--- src/sv/gcr_pkg.sv ---
// Package for the 4-to-5 group code codec: code tables, widths and mode codes.
// No dependencies; used by gcr_4b5b_group_codec.
package gcr_pkg;

    localparam int GroupBits  = 40;
    localparam int BurstCntW  = 3;

    typedef enum logic {
        MODE_DECODE = 1'b0,
        MODE_ENCODE = 1'b1
    } mode_t;

    localparam logic [7:0] BAD_CODE = 8'hFF;

    // 5-bit code -> nibble, BAD_CODE where no entry exists
    localparam logic [7:0] DEC_TAB [32] = '{
        8'hFF, 8'hFF, 8'hFF, 8'hFF, 8'hFF, 8'hFF, 8'hFF, 8'hFF,
        8'hFF, 8'h08, 8'h00, 8'h01, 8'hFF, 8'h0C, 8'h04, 8'h05,
        8'hFF, 8'hFF, 8'h02, 8'h03, 8'hFF, 8'h0F, 8'h06, 8'h07,
        8'hFF, 8'h09, 8'h0A, 8'h0B, 8'hFF, 8'h0D, 8'h0E, 8'hFF
    };

    // nibble -> 5-bit code
    localparam logic [4:0] ENC_TAB [16] = '{
        5'h0A, 5'h0B, 5'h12, 5'h13, 5'h0E, 5'h0F, 5'h16, 5'h17,
        5'h09, 5'h19, 5'h1A, 5'h1B, 5'h0D, 5'h1D, 5'h1E, 5'h15
    };

    // byte count at which a group is complete
    localparam logic [2:0] DEC_GROUP = 3'd5;
    localparam logic [2:0] ENC_GROUP = 3'd4;

endpackage

--- src/sv/gcr_4b5b_group_codec.sv ---
// 4-to-5 group code codec: byte stream in, byte bursts out, one mode register.
// The first result beat passes the input register and then the burst register.
// Throughput: one input beat per cycle while no results are due; a finished
// group then drains from the burst register one output beat per cycle while
// out_ready is high (five beats per four bytes encoding, four per five
// decoding). Reset (rst_n, async, active low) selects decode mode and
// clears the group, error and burst state.
module gcr_4b5b_group_codec
(
    input  logic       clk,
    input  logic       rst_n,
    // input channel
    input  logic       in_valid,
    output logic       in_ready,
    input  logic [7:0] in_byte,
    input  logic       frame_last,
    // result channel
    output logic       out_valid,
    input  logic       out_ready,
    output logic [7:0] out_byte,
    output logic       run_last,
    output logic       frame_end,
    output logic       code_error,
    output logic       no_data,
    // mode register write channel
    input  logic       cfg_valid,
    output logic       cfg_ready,
    input  logic       mode
);

    // ---------------------------------------------------------------
    // Input register: parts the input handshake from the group logic
    // ---------------------------------------------------------------
    logic       in_vld_reg;
    logic [7:0] in_byte_reg;
    logic       in_last_reg;

    // group state
    gcr_pkg::mode_t               mode_reg;
    logic [gcr_pkg::GroupBits-1:0] grp_shift_reg, grp_shift_next;
    logic [2:0]                    grp_cnt_reg, grp_cnt_next;
    logic                          err_hold_reg, err_hold_next;

    // burst register: up to five bytes, high byte goes out first
    logic [gcr_pkg::GroupBits-1:0] burst_reg, burst_next;
    logic [gcr_pkg::BurstCntW-1:0] burst_cnt_reg, burst_cnt_next;
    logic burst_err_reg, burst_err_next;
    logic burst_nod_reg, burst_nod_next;
    logic burst_fend_reg, burst_fend_next;

    // ---------------------------------------------------------------
    // Group logic on the registered beat
    // ---------------------------------------------------------------
    logic [gcr_pkg::GroupBits-1:0] shifted;
    logic [2:0]                    cnt_inc;
    logic                          dec_fire, enc_fire;
    logic                          dec_bad;
    logic [31:0]                   dec_word;
    logic [gcr_pkg::GroupBits-1:0] enc_word;
    logic [gcr_pkg::BurstCntW-1:0] res_cnt;
    logic [gcr_pkg::GroupBits-1:0] res_data;
    logic                          res_err, res_nod;
    logic                          burst_free, consume, out_fire, cfg_fire;

    always_comb
    begin
        logic [7:0] nib;
        logic [4:0] code;
        logic [7:0] d;

        shifted  = {grp_shift_reg[gcr_pkg::GroupBits-9:0], in_byte_reg};
        cnt_inc  = grp_cnt_reg + 3'd1;
        dec_fire = !err_hold_reg && (mode_reg == gcr_pkg::MODE_DECODE)
                   && (cnt_inc >= gcr_pkg::DEC_GROUP);
        enc_fire = !err_hold_reg && (mode_reg == gcr_pkg::MODE_ENCODE)
                   && (cnt_inc >= gcr_pkg::ENC_GROUP);

        // decode: eight 5-bit codes, most significant first
        dec_bad  = 1'b0;
        dec_word = '0;
        for (int i = 0; i < 8; i++)
        begin
            code = shifted[gcr_pkg::GroupBits-1-5*i -: 5];
            nib  = gcr_pkg::DEC_TAB[code];
            if (nib == gcr_pkg::BAD_CODE)
                dec_bad = 1'b1;
            dec_word[31-4*i -: 4] = nib[3:0];
        end

        // encode: low four bytes, high nibble first
        enc_word = '0;
        for (int j = 0; j < 4; j++)
        begin
            d = shifted[31-8*j -: 8];
            enc_word[gcr_pkg::GroupBits-1-10*j -: 5] = gcr_pkg::ENC_TAB[d[7:4]];
            enc_word[gcr_pkg::GroupBits-6-10*j -: 5] = gcr_pkg::ENC_TAB[d[3:0]];
        end
    end

    // result burst of the registered beat
    always_comb
    begin
        res_cnt  = '0;
        res_data = '0;
        res_err  = 1'b0;
        res_nod  = 1'b0;
        priority if (dec_fire && dec_bad)
        begin
            res_cnt = 3'd1;
            res_err = 1'b1;
            res_nod = 1'b1;
        end
        else if (dec_fire)
        begin
            res_cnt  = 3'd4;
            res_data = {dec_word, 8'h00};
        end
        else if (enc_fire)
        begin
            res_cnt  = 3'd5;
            res_data = enc_word;
        end
        else if (in_last_reg)
        begin
            // empty frame end: one marker beat
            res_cnt = 3'd1;
            res_nod = 1'b1;
        end
    end

    assign out_fire   = out_valid && out_ready;
    assign burst_free = (burst_cnt_reg == '0) || (burst_cnt_reg == 3'd1 && out_fire);
    // a beat with no results passes even while a burst drains
    assign consume    = in_vld_reg && (burst_free || res_cnt == '0);
    assign in_ready   = !in_vld_reg || consume;
    assign cfg_ready  = !in_vld_reg && (burst_cnt_reg == '0);
    assign cfg_fire   = cfg_valid && cfg_ready;

    // next group state
    always_comb
    begin
        grp_shift_next = grp_shift_reg;
        grp_cnt_next   = grp_cnt_reg;
        err_hold_next  = err_hold_reg;
        priority if (cfg_fire)
        begin
            grp_shift_next = '0;
            grp_cnt_next   = '0;
            err_hold_next  = 1'b0;
        end
        else if (consume)
        begin
            priority if (in_last_reg)
            begin
                grp_shift_next = '0;
                grp_cnt_next   = '0;
                err_hold_next  = 1'b0;
            end
            else if (dec_fire || enc_fire)
            begin
                grp_shift_next = '0;
                grp_cnt_next   = '0;
                err_hold_next  = dec_fire && dec_bad;
            end
            else if (!err_hold_reg)
            begin
                grp_shift_next = shifted;
                grp_cnt_next   = cnt_inc;
            end
        end
    end

    // next burst state
    always_comb
    begin
        burst_next      = burst_reg;
        burst_cnt_next  = burst_cnt_reg;
        burst_err_next  = burst_err_reg;
        burst_nod_next  = burst_nod_reg;
        burst_fend_next = burst_fend_reg;
        if (out_fire)
        begin
            burst_next     = {burst_reg[gcr_pkg::GroupBits-9:0], 8'h00};
            burst_cnt_next = burst_cnt_reg - 3'd1;
        end
        if (consume && res_cnt != '0)
        begin
            burst_next      = res_data;
            burst_cnt_next  = res_cnt;
            burst_err_next  = res_err;
            burst_nod_next  = res_nod;
            burst_fend_next = in_last_reg;
        end
    end

    // control registers
    always_ff @(posedge clk or negedge rst_n)
    begin
        if (!rst_n)
        begin
            in_vld_reg     <= 1'b0;
            mode_reg       <= gcr_pkg::MODE_DECODE;
            grp_shift_reg  <= '0;
            grp_cnt_reg    <= '0;
            err_hold_reg   <= 1'b0;
            burst_cnt_reg  <= '0;
            burst_err_reg  <= 1'b0;
            burst_nod_reg  <= 1'b0;
            burst_fend_reg <= 1'b0;
        end
        else
        begin
            if (in_ready)
                in_vld_reg <= in_valid;
            if (cfg_fire)
                mode_reg <= gcr_pkg::mode_t'(mode);
            grp_shift_reg  <= grp_shift_next;
            grp_cnt_reg    <= grp_cnt_next;
            err_hold_reg   <= err_hold_next;
            burst_cnt_reg  <= burst_cnt_next;
            burst_err_reg  <= burst_err_next;
            burst_nod_reg  <= burst_nod_next;
            burst_fend_reg <= burst_fend_next;
        end
    end

    // payload registers
    always_ff @(posedge clk)
    begin
        if (in_valid && in_ready)
        begin
            in_byte_reg <= in_byte;
            in_last_reg <= frame_last;
        end
        burst_reg <= burst_next;
    end

    // result channel straight from the burst register
    assign out_valid  = (burst_cnt_reg != '0);
    assign out_byte   = burst_reg[gcr_pkg::GroupBits-1 -: 8];
    assign run_last   = (burst_cnt_reg == 3'd1);
    assign frame_end  = burst_fend_reg && (burst_cnt_reg == 3'd1);
    assign code_error = burst_err_reg;
    assign no_data    = burst_nod_reg;

    // ---------------------------------------------------------------
    // Assertions
    // ---------------------------------------------------------------
    a_err_single: assert property (@(posedge clk) disable iff (!rst_n)
        out_valid && code_error |-> no_data && run_last && out_byte == 8'h00)
        else $error("error report is not a single empty beat");

    a_nod_zero: assert property (@(posedge clk) disable iff (!rst_n)
        out_valid && no_data |-> out_byte == 8'h00 && run_last)
        else $error("no_data beat carries a byte or is not last");

    a_hold_empty: assert property (@(posedge clk) disable iff (!rst_n)
        err_hold_reg |-> grp_cnt_reg == '0)
        else $error("bytes gathered while dropping after an error");

    a_burst_len: assert property (@(posedge clk) disable iff (!rst_n)
        burst_cnt_reg <= 3'd5)
        else $error("burst longer than five beats");

endmodule
--- config.mk ---
export PLATFORM = sky130hd
export DESIGN_NAME = gcr_4b5b_group_codec
export DESIGN_NICKNAME = d
export VERILOG_FILES = /design/src/sv/gcr_pkg.sv /design/src/sv/gcr_4b5b_group_codec.sv
export SDC_FILE = /design/constraint.sdc
export NUM_CORES = 1
export LEC_CHECK = 0
export ABC_CLOCK_PERIOD_IN_PS = 5000
export BUFFER_PORTS_ARGS = -buffer_cell sky130_fd_sc_hd__buf_2
export CORE_ASPECT_RATIO = 0.9
export CORE_MARGIN = 2
export CORE_UTILIZATION = 60
export DETAILED_ROUTE_END_ITERATION = 10
export GPL_TIMING_DRIVEN = 0
export HOLD_SLACK_MARGIN = 0.03
export PLACE_DENSITY = 0.78
export SYNTH_ARGS = -nofsm -noshare
export SYNTH_HDL_FRONTEND = slang
export SYNTH_SLANG_ARGS = --single-unit
export TNS_END_PERCENT = 30
--- constraint.sdc ---
create_clock -name clk -period 5 [get_ports clk]
set_input_delay 0.5 -clock clk [delete_from_list [all_inputs] [get_ports clk]]
set_output_delay 0.5 -clock clk [all_outputs]
set_load 0.1 [all_outputs]
Word-level counts from Yosys, hierarchy flattened
Memories as Yosys holds them, arrays and structs flattened. Index checks and enable logic that the tools add are counted.

Bits in registers: 93. Bits in read-only memories: 2688. Memories: 16. Output and inout port bits: 15. Bits of input ports: 15. Logic and storage cells: 173.

Memory list: (no name shown) (words 32, width 8, rd ports 1, clocked after Yosys merged registers in 0, write ports 0, RTL line gcr_4b5b_group_codec.sv:84) `nib = gcr_pkg::DEC_TAB[code];`; (no name shown) (words 32, width 8, rd ports 1, clocked after Yosys merged registers in 0, write ports 0, RTL line gcr_4b5b_group_codec.sv:84); (no name shown) (words 32, width 8, rd ports 1, clocked after Yosys merged registers in 0, write ports 0, RTL line gcr_4b5b_group_codec.sv:84); (no name shown) (words 32, width 8, rd ports 1, clocked after Yosys merged registers in 0, write ports 0, RTL line gcr_4b5b_group_codec.sv:84); (no name shown) (words 32, width 8, rd ports 1, clocked after Yosys merged registers in 0, write ports 0, RTL line gcr_4b5b_group_codec.sv:84); (no name shown) (words 32, width 8, rd ports 1, clocked after Yosys merged registers in 0, write ports 0, RTL line gcr_4b5b_group_codec.sv:84); 10 more memories.

Multiplexer cells: 70. Magnitude comparators: 18. Reductions and logical operators: 28. Add/subtract/negate cells: 2. Bitwise logic cells: 17. Equal/unequal tests: 10.

Operators by type and width (number): $mux W40 (5); $mux W32 (5); $mux W8 (16); $mux W5 (16); $eq A8 B8 Y1 const B (8); $ge A6 B6 Y1 const B (8); $not A5 Y6 (8); $ge A5 B5 Y1 const B (8); $not A4 Y5 (8); $mux W3 (10); $mux W1 (18); $logic_and A1 B1 Y1 (13); $reduce_bool A3 Y1 (3); $ge A3 B3 Y1 const B (2); $logic_not A3 Y1 (2); $logic_or A1 B1 Y1 (4); $ne A4 B2 Y1 const B (1); $reduce_and A2 Y1 (2); $reduce_bool A2 Y1 (2); $add A3 B1 Y3 const B (1); $eq A3 B1 Y1 const B (1); $sub A3 B1 Y3 const B (1); $logic_not A1 Y1 (2); $not A1 Y1 (1).

Depth between registers and ports, before layout
Word-level depth: 20. Depth in mapped cells: 11. Depth with buffers taken out: 8.

Worst setup path after synthesis
Ideal clock, no wire load.

Kind: register to register. Start point: reg burst_cnt_reg[0] (netlist bit). End point: reg grp_shift_reg[15] (netlist bit). Setup slack: 1.314 ns. Path buffers: 1. Required time: 4.879 ns. Library setup time: 0.121 ns. Cell stages (with the launch flop): 9. Clock period less this slack: 3.686 ns. Arrival: 3.565 ns. Cells stage by stage: dfrtp_1 inv_1 ha_1 nand2b_1 nor2_1 and2_0 nor3_2 buf_2 a22o_1.

Cells in the longest elaborated chain, start to end: 8. Elaborated cells between the ends (all ways): 14. Those cells by class: 2 x eq/ne; 1 x mux; 11 x reduce/logical.

RTL lines: start, declared (RTL line gcr_4b5b_group_codec.sv:46) `logic [gcr_pkg::BurstCntW-1:0] burst_cnt_reg, burst_cnt_next;`; start signal, assigned (RTL line gcr_4b5b_group_codec.sv:220) `burst_cnt_reg <= burst_cnt_next;`; $reduce_bool A3 Y1 (RTL line gcr_4b5b_group_codec.sv:239) `assign out_valid = (burst_cnt_reg != '0);`; via out_valid (RTL line gcr_4b5b_group_codec.sv:18) `output logic out_valid,`; $logic_and A1 B1 Y1 (RTL line gcr_4b5b_group_codec.sv:131) `assign out_fire = out_valid && out_ready;`; $logic_and A1 B1 Y1 (RTL line gcr_4b5b_group_codec.sv:132) `assign burst_free = (burst_cnt_reg == '0) || (burst_cnt_reg == 3'd1 && out_fire);`; $logic_or A1 B1 Y1 (RTL line gcr_4b5b_group_codec.sv:132); $logic_or A1 B1 Y1 (RTL line gcr_4b5b_group_codec.sv:134) `assign consume = in_vld_reg && (burst_free || res_cnt == '0);`; $logic_and A1 B1 Y1 (RTL line gcr_4b5b_group_codec.sv:134); $reduce_bool A2 Y1 (no line); $reduce_and A2 Y1 (no line); end signal, assigned (RTL line gcr_4b5b_group_codec.sv:217) `grp_shift_reg <= grp_shift_next;`; end, declared (RTL line gcr_4b5b_group_codec.sv:40) `logic [gcr_pkg::GroupBits-1:0] grp_shift_reg, grp_shift_next;`.

The timed path passes the listed nets, and every way through them passes these cells. A chain may end at the register's enable or synchronous reset.

Final worst setup path
Start point: reg grp_cnt_reg[0]. End point: reg burst_reg[28] (netlist bit), enable pin.

Cells in the longest elaborated chain, start to end: 11. Elaborated cells between the ends (all ways): 15. Those cells by class: 1 x add/sub; 2 x order compare; 3 x mux; 9 x reduce/logical.

RTL lines: start, declared (RTL line gcr_4b5b_group_codec.sv:41) `logic [2:0] grp_cnt_reg, grp_cnt_next;`; start signal, assigned (RTL line gcr_4b5b_group_codec.sv:218) `grp_cnt_reg <= grp_cnt_next;`; $add A3 B1 Y3 (*) (RTL line gcr_4b5b_group_codec.sv:72) `cnt_inc = grp_cnt_reg + 3'd1;`; $ge A3 B3 Y1 (RTL line gcr_4b5b_group_codec.sv:76) `&& (cnt_inc >= gcr_pkg::ENC_GROUP);`; $logic_and A1 B1 Y1 (RTL line gcr_4b5b_group_codec.sv:76); $mux W3 (RTL line gcr_4b5b_group_codec.sv:118) `else if (enc_fire)`; $mux W3 (RTL line gcr_4b5b_group_codec.sv:113) `else if (dec_fire)`; $mux W3 (*) (RTL line gcr_4b5b_group_codec.sv:107) `priority if (dec_fire && dec_bad)`; $logic_not A3 Y1 (RTL line gcr_4b5b_group_codec.sv:134); $logic_or A1 B1 Y1 (RTL line gcr_4b5b_group_codec.sv:134); $logic_and A1 B1 Y1 (RTL line gcr_4b5b_group_codec.sv:134); $logic_and A1 B1 Y1 (*) (RTL line gcr_4b5b_group_codec.sv:186) `if (consume && res_cnt != '0)`; $reduce_bool A2 Y1 (no line) (*); end signal, assigned (RTL line gcr_4b5b_group_codec.sv:235) `burst_reg <= burst_next;`; end, declared (RTL line gcr_4b5b_group_codec.sv:45) `logic [gcr_pkg::GroupBits-1:0] burst_reg, burst_next;`.

Mark *: on every way between the ends. The rest lies on a longest branch, timed or not.

==> results.md <==
* Outcome: finished clean
* Sink Count at 93
* Ys async rst share at 47.3%
* Max Freq at 0.296 GHz
* Psw at 1.98 mW
* Fin. max-slew vios at 0
* Commonest non-fill, non-tap cell in the layout: a21oi_1
* WHS at 0.303 ns
* GPL Wtd Cong at 0.892
* TritonCTS clock tree: built
* Die X at 107 um
* CP max FO at 40
* Gate power share at 53.6%
* Worst-margin pin slew at 1.07 ns
* Detail Route Antenna Nets at 0
* DPL Wire Length at 10400 um
* Arr. time, crit path at 3.37 ns
* Wire per inst at 19.5 um
* Clk slew on worst S/H paths at 0.09 ns
* Die H at 96.7 um
* Post-CTS Setup Bufs at 0
* Cell Pwr Density at 660 nW/um^2
* Final hold vios at 0
* Top cell type's share of synthesized area at 25.7%
* Congestion Overflow GR at 0
* Clk network pwr share at 12.6%
* Number of global-route vias before repair at 4725
* Max reg flops at 40
* Seq pwr share at 33.8%
* Final Cycle Share at 67.6%
* Leak at 2.56 nW
* Io pins at 30
* Distinct cells, synth at 60
* First-pass GRT wire length at 24000 um
* Biggest cell delay along the critical path at 0.87 ns
* Crit. End Element: flip-flop
* Final min period at 3.38 ns
* Synthesized Nets at 648
* DRT iter0 DRCs at 589
* Fillers at 745
* Avg Inst Size Synth at 9.52 um^2
* Internal Power at 2.14 mW
* Switching share of power at 48.0%
* FF/Latch Area at 2570 um^2
* Total power at 4.11 mW
* DR vias/cell at 6.42
* Starting Density at 62.2%
* Largest net degree at the start of global routing at 45
* Clk_lat worst skew at 0.37 ns
* Post-place setup slack at 1.68 ns
* Via count at 4937
* Max Cap Viol at 0
* CTS Buffer Depth at 2
* Die area at 10300 um^2
* Register area share after synthesis at 44.9%
* Number of enable flip-flop cells after synthesis at 49
* Tot GR Track Use at 29.7%
* CP required at 4.99 ns
* Cells after DPL at 753
* Critical path, cell by cell: inv_1 > ha_1 > nor2_1 > a311oi_2 > o21a_1 > clkbuf_1 > or2_2
* Port Buffers at 29
* Cells after Synth at 602
* Drt pass-1 iters at 6
* CTS Root Cell: clkbuf_8
* Hold crit path type: in -> reg
* Startpoint Class: flip-flop
* Slowest CP cell: or2_2
* Number of core rows at 33
* Main area contributors after synthesis: edfxtp_1 26%, dfrtp_1 19%, ha_1 6.8%, a21oi_1 6.5%, a22o_1 5.2%
* Inserted Diodes at 0
* Yosys warnings at 0
* Max Clock Skew at 0.0154 ns
* Share of cells above drive strength 1 at 14.1%
* Top_reg_cell synth: edfxtp_1
* Peak supply drop at 435 uV
* Design area at 6230 um^2
* Final #Nets at 688
* Area delta synth->final at 8.69%
* RSZ-0062 raised after global routing: no
* Final wirelength at 15000 um
* Relative max-transition margin at 28.9%
* Core area at 9210 um^2
* WS Path Type: reg -> reg
* Non-Filler Instances at 769
* CTS HTree Levels at 3
* Post-route DRC at 0
* Setup ws final at 1.62 ns
* Cts hold-fix bufs at 0
* CTS resizes at 0
* Most frequent cells in the layout: 74 x a21oi_1, 59 x nand2_1, 50 x buf_2
* Post-synth top area cell: edfxtp_1
* Final setup fails at 0
* Mapped cell area at 5730 um^2
* Inserted Clock Buffers at 9
* Post-DP Area at 6030 um^2
* Multi-input gate area in the final layout at 2750 um^2
* Post-layout util at 67.6%
* #FFs+latches synth at 93
* Antenna violations before repair at 0
* Setup TNS at 0 ns
-- metal layers --
metal / vias up / part of all wire, % / global-route usage [%]
met5: - / 0 / 0
met4: 0 / 2.7 / 8.89
met3: 49 / 9.4 / 5.86
met2: 277 / 47 / 48.5
met1: 2341 / 41 / 40.1
li1: 2270 / - / -
-- cell type report --
type | count | share of cell area [%]
tap | 122 | 2.45
buffer | 55 | 4.66
sequential | 93 | 41.3
clock buffer | 10 | 2.05
clock inverter | 6 | 1.17
timing repair buffer | 29 | 2.33
inverter | 30 | 1.81
multi-input combinational | 424 | 44.2
-- cell usage after synthesis, drive strengths merged, types with 2 or more instances --
cell type and number:
a21oi 74, nand2 59, o21ai 50, edfxtp 49, dfrtp 44, buf 36, a22o 34, ha 31
inv 30, nor2 27, clkbuf 19, nand2b 17, nor2b 17, o211ai 13, nor3 11, a221o 10
a211oi 6, nand3 6, o31ai 6, and2 5, and3 5, a31oi 4, mux2 4, xor2 4
a311oi 3, mux2i 3, o22ai 3, xnor2 3, a21o 2, a22oi 2, and3b 2, nor3b 2
o2111ai 2, o21a 2, or2 2
-- kinds of logic (layout without fill, tap and decap cells) --
logic type	after synthesis	count (layout)	share of synthesized area [%]
AO/OA/AOI/OAI	219	219	24.8
AND/OR/NAND/NOR	160	160	14.1
flip-flops	93	93	44.9
buffers and inverters	85	130	7.03
adder cells (fa/ha/maj)	31	31	6.77
XOR/XNOR	7	7	1.07
multiplexers	7	7	1.31
-- critical path, delay by kind of cell (launching register included) --
kind	cells	cell delay, ns
AOI/OAI and AO/OA	2	0.76
and+or+nand+nor	2	0.93
buffers and inverters	2	0.53
DFF	1	0.46
adders and majority gates	1	0.30
-- power groups by stage --
| stage | Combinational (mW) | Sequential (mW) | Clock (mW) |
|---|---|---|---|
| 2_1_floorplan | 1.66 | 1.37 | 0 |
| 3_3_place_gp | 2.10 | 1.39 | 0 |
| 3_5_place_dp | 2.17 | 1.40 | 0 |
| 4_1_cts | 2.18 | 1.38 | 0.523 |
| 5_1_grt | 2.39 | 1.42 | 0.547 |
| 6_report | 2.20 | 1.39 | 0.518 |
-- worst paths after layout --
check	from	depth (start not counted)	slack (ns)	endpoint
min reg2reg	burst_fend_reg	1	0.48	burst_fend_reg
max	grp_cnt_reg[0]	7	1.62	burst_reg[28]
max reg2reg	grp_cnt_reg[0]	7	1.62	burst_reg[28]
min	in_byte[2]	1	0.30	in_byte_reg[2]
max in group asynchronous	rst_n	1	4.02	grp_shift_reg[28]
min in group asynchronous	rst_n	1	0.32	grp_shift_reg[31]
(Power assumes the default switching activity.)
